$ cat config.mk
export PLATFORM = sky130hd
export DESIGN_NAME = swm_cell
export DESIGN_NICKNAME = d
export VERILOG_FILES = /design/src/rtl/swm_pkg.sv /design/src/rtl/swm_cell.sv
export SDC_FILE = /design/constraint.sdc
export NUM_CORES = 1
export LEC_CHECK = 0
export BUFFER_PORTS_ARGS = -buffer_cell sky130_fd_sc_hd__buf_2
export CAP_MARGIN = 20
export CORE_ASPECT_RATIO = 1.25
export CORE_MARGIN = 2
export CORE_UTILIZATION = 50
export DETAILED_ROUTE_END_ITERATION = 8
export GPL_TIMING_DRIVEN = 0
export PLACE_DENSITY = 0.8
export RECOVER_POWER = 25
export SYNTH_ARGS = -nofsm -noshare
export SYNTH_HDL_FRONTEND = slang
export SYNTH_SLANG_ARGS = --single-unit
export TNS_END_PERCENT = 20
$ cat constraint.sdc
create_clock -name clk_i -period 5.6 [get_ports clk_i]
set_input_delay 1.4 -clock clk_i [delete_from_list [all_inputs] [get_ports clk_i]]
set_output_delay 1.4 -clock clk_i [all_outputs]
set_load 0.02 [all_outputs]
$ cat src/rtl/swm_pkg.sv
// ----------------------------------------------------------------------------
// swm_pkg
// Shared constants and types for the sliding window maximum unit.
// ----------------------------------------------------------------------------
package swm_pkg;

  localparam int unsigned WindowMaxDef = 64;  // deque depth, cells in the row
  localparam int unsigned DataWidthDef = 16;  // sample width
  localparam int unsigned CfgWidth     = 7;   // window_size register width
  localparam logic [CfgWidth-1:0] WindowSizeReset = CfgWidth'(1);

  // Per-cycle command broadcast to every cell of the row.
  typedef struct packed {
    logic load;   // a sample request is taken this cycle
    logic shift;  // drop the front candidate, row moves one cell forward
    logic clear;  // start of sequence: empty the deque first
  } cell_ctrl_t;

endpackage

$ cat src/rtl/swm_cell.sv
// ----------------------------------------------------------------------------
// swm_cell
// One deque slot: holds a candidate value and its arrival position.
// ----------------------------------------------------------------------------
module swm_cell #(
  parameter int unsigned DATA_WIDTH = swm_pkg::DataWidthDef,
  parameter int unsigned POS_WIDTH  = 7
) (
  input  logic                        clk_i,
  input  logic                        rst_ni,
  input  swm_pkg::cell_ctrl_t         ctrl_i,
  input  logic signed [DATA_WIDTH-1:0] sample_i,
  input  logic [POS_WIDTH-1:0]        sample_pos_i,
  // neighbor toward the back of the deque
  input  logic                        nbr_valid_i,
  input  logic signed [DATA_WIDTH-1:0] nbr_value_i,
  input  logic [POS_WIDTH-1:0]        nbr_pos_i,
  // neighbor toward the front keeps its candidate (tied high at the front)
  input  logic                        prev_keep_i,
  output logic                        keep_o,
  output logic                        valid_o,
  output logic signed [DATA_WIDTH-1:0] value_o,
  output logic [POS_WIDTH-1:0]        pos_o,
  output logic signed [DATA_WIDTH-1:0] value_next_o
);
  import swm_pkg::*;

  logic                         valid_q, valid_d;
  logic signed [DATA_WIDTH-1:0] value_q, value_d;
  logic [POS_WIDTH-1:0]         pos_q, pos_d;

  logic                         src_valid;
  logic signed [DATA_WIDTH-1:0] src_value;
  logic [POS_WIDTH-1:0]         src_pos;
  logic                         take_new;

  always_comb begin
    // source slot after an optional front pop
    src_valid = ctrl_i.shift ? nbr_valid_i : valid_q;
    src_value = ctrl_i.shift ? nbr_value_i : value_q;
    src_pos   = ctrl_i.shift ? nbr_pos_i   : pos_q;
    if (ctrl_i.clear) begin
      src_valid = 1'b0;
    end
    // strictly smaller candidates are popped from the back
    keep_o   = src_valid && (!ctrl_i.load || !(sample_i > src_value));
    take_new = ctrl_i.load && !keep_o && prev_keep_i;
    valid_d  = keep_o || take_new;
    value_d  = keep_o ? src_value : sample_i;
    pos_d    = keep_o ? src_pos   : sample_pos_i;
  end

  always_ff @(posedge clk_i or negedge rst_ni) begin
    if (!rst_ni) begin
      valid_q <= 1'b0;
    end else begin
      valid_q <= valid_d;
    end
  end

  always_ff @(posedge clk_i) begin
    value_q <= value_d;
    pos_q   <= pos_d;
  end

  assign valid_o      = valid_q;
  assign value_o      = value_q;
  assign pos_o        = pos_q;
  assign value_next_o = value_d;

endmodule
==> out/metrics.yaml <==
outcome:
  outcome: "finished, violations left"
  violations: "negative setup slack"
layout:
  stdcell_count: 564
  synthToLayoutAreaGrowth_pct: 40.4
  antenna_cells: 0
  fin_util_pct: 73.0
  drive_above_1_share_pct: 37.8
  seqCellArea_um2: 556
  finalNetCount: 568
  multiInputGateArea_mm2: 0.00255
  final.fill_count: 452
synthesis:
  synthArstFlopShare_pct: 4.17
  synth_edf_count: 7
  synth.distinct_cells: 44
  syn-num-nets: 450
  yosysTopAreaCellShare_pct: 10.6
  ys_warn_count: 0
  syn_area_mm2: 0.00303
  synth_cells: 381
  yosysTopAreaCell: "dfxtp_1"
  avgSynthCellArea_um2: 7.94
  synth-main-ff-cell: "dfxtp_1"
  yosysMostFrequentCell: "nand2_1"
  synth_common_cells: "35 x nand2_1, 30 x a21oi_1, 30 x clkbuf_1"
  ys_seq_area_share_pct: 18.4
  synthTopCellsByArea: "dfxtp_1 11%, mux2i_1 7.9%, edfxtp_1 6.9%, ha_1 6.6%, nand3b_1 5.5%"
  ys_ff_latch: 24
setup_path:
  required_ns: 4.20
  r2r_end: "pos_o[6]"
  cp.arrival_ns: 4.23
  cp-end-kind: "primary output"
  r2r_start: "value_o[9]"
  reg2regPathDepth: 12
  path_class: "primary input to primary output"
  critPathMaxFanout: 6
  reg2reg_slack_ns: 2.64
  startpoint_type: "primary input"
floorplan:
  fp-row-count: 31
  core_region_area_mm2: 0.00582
  io_pins: 94
  die-area_mm2: 0.00669
  dieHeight_um: 91.0
  die-width_um: 73.6
  start_util_pct: 52.0
sta:
  drv_slew: 0
  relSlewSlack_pct: 46.4
  hold_violations: 0
  period_needed_ns: 5.63
  fin_setup_tns_ns: -0.0256
  post-route-worst-setup-slack_ns: -0.0256
  fin_crit_sh_pct: 100
  setup_viol: 1
  rsz0062_at_grt: "true"
  max_freq_mhz: 178
  whs_ns: 0.799
  fin_worst_skew_ns: 0.00924
  tightestPinTransition_ns: 0.804
hold_path:
  worstHoldPathCells: 4
  hp-class: "register to register"
  min_from: "value_o[7]"
  holdPathEnd: "value_o[7]"
drt:
  drtAntennaViolNets: 0
  vias: 3915
  viasPerCell: 6.94
  first_pass_iters: 5
  drt_iter0_markers: 420
  drcViolationCount: 0
  wirelength_mm: 11.6
  wire_per_inst_um: 20.6
grt:
  antenna_found_initial: 0
  grt_pass1_vias: 3568
  overflow: 0
  grt_pass1_wl_mm: 17.1
  grt_max_degree: 14
  grt_usage_pct: 31.4
cts:
  cts_sinks: 24
  holdBufCountCts: 0
  clock_latency_ns: 0.28
  cts_tree: "yes"
  path_clk_slew_ns: 0.09
  numCtsBuffers: 3
  cts_max_level: 1
  cts_root_buffer: "clkbuf_8"
  clockBufferDepth: 2
power_and_ir_drop:
  vdd_ir_drop_max_mv: 0.185
  power-per-cell-area_mw_per_mm2: 245
  leakage_nw: 1.67
  fin_total_pwr_mw: 1.04
run:
  cap_violations: 0
placed_design:
  io_buffers: 92
  placedCellCount: 539
  gp_congestion: 0.974
  dp_hpwl_mm: 7.38
## critical path, cell delays in order
cell and delay, ns:
buf_16 0.12, buf_12 0.15, buf_12 0.15, mux2i_4 0.20
ha_4 0.28, nand4_1 0.09, buf_6 0.15, or4_4 0.60
nand2_8 0.13, buf_8 0.12, a311oi_1 0.06, a2111oi_1 0.43
nand2_1 0.17, buf_6 0.16
## per-layer routing
layer,up-vias,track usage [%],part of all wire (%)
met2,324,52.9,49
li1,1735,-,-
met3,61,2.89,10
met5,-,0,0
met1,1795,39.6,36
met4,0,13.6,5.0
## report_power, final
| part | leakage, nW | switching [mW] | internal, mW |
|---|---|---|---|
| Combinational | 1.42 | 0.413 | 0.261 |
| Sequential | 0.220 | 0.0205 | 0.220 |
| Clock | 0.0288 | 0.0654 | 0.0630 |
## logic make-up after synthesis
| kind of cell | share of synthesized area (%) |
|---|---|
| DFF | 18.4 |
| AOI/OAI and AO/OA | 22.6 |
| and+or+nand+nor | 34.2 |
| adders and majority gates | 6.62 |
| muxes | 10.5 |
| buffers and inverters | 7.40 |
| xor gates and xnor gates | 0.290 |
## what timing repair did
item	in CTS	in global routing
setup endpoints to repair	17	16
resized for setup	28	95
buffers inserted	5	14
pin swaps	4	30
cloned	0	2
## flip-flops by register name (all words and copies together), names as in the netlist
name and count:
pos_o 7, valid_o 1, value_o 16
## per-stage QoR
stage | instance area (um2) | setup slack (ns)
after floorplan | 3030 | 0.0983
after global placement | 3570 | -0.650
after detailed placement | 3570 | -0.681
after CTS | 3740 | 0.00575
after global routing | 4250 | -0.131
final | 4250 | -0.0256
## worst max-delay path by stage
| stage | start | end | slack, ns |
|---|---|---|---|
| global route | ctrl_i[1] | value_next_o[15] | -0.13 |
| CTS | ctrl_i[1] | value_next_o[1] | 0.006 |
| floorplan | ctrl_i[1] | value_next_o[3] | 0.1 |
| detailed placement | ctrl_i[1] | value_next_o[10] | -0.68 |
| finish | ctrl_i[1] | value_next_o[15] | -0.03 |
| global placement | ctrl_i[1] | value_next_o[0] | -0.65 |
## layout make-up
class / count / share of cell area (%)
flip-flops and latches: 24 / 13.1
inverters: 2 / 0.177
clock buffers: 4 / 1.30
multi-input cells: 310 / 60.1
plain buffers: 46 / 7.22
repair buffers: 112 / 16.2
well taps: 66 / 1.94
## cells in the final DEF, fill, tap and decap left out, types with 7 or more instances in the layout
| cell | instances |
|---|---|
| a2111oi_2 | 11 |
| a311oi_1 | 16 |
| or3_1 | 15 |
| nor3_2 | 7 |
| buf_2 | 77 |
| dfxtp_1 | 16 |
| mux2i_1 | 14 |
| a21oi_1 | 29 |
| nand3b_1 | 22 |
| nor3b_1 | 20 |
| clkbuf_1 | 32 |
| nor3_1 | 11 |
| nand3_1 | 17 |
| ha_1 | 13 |
| buf_4 | 23 |
| buf_6 | 10 |
| a31oi_1 | 15 |
| mux2i_4 | 7 |
| nor4_1 | 12 |
| edfxtp_1 | 7 |
| mux2_2 | 7 |
| and3_1 | 14 |
| nand2_1 | 35 |
(Power assumes the default switching activity.)
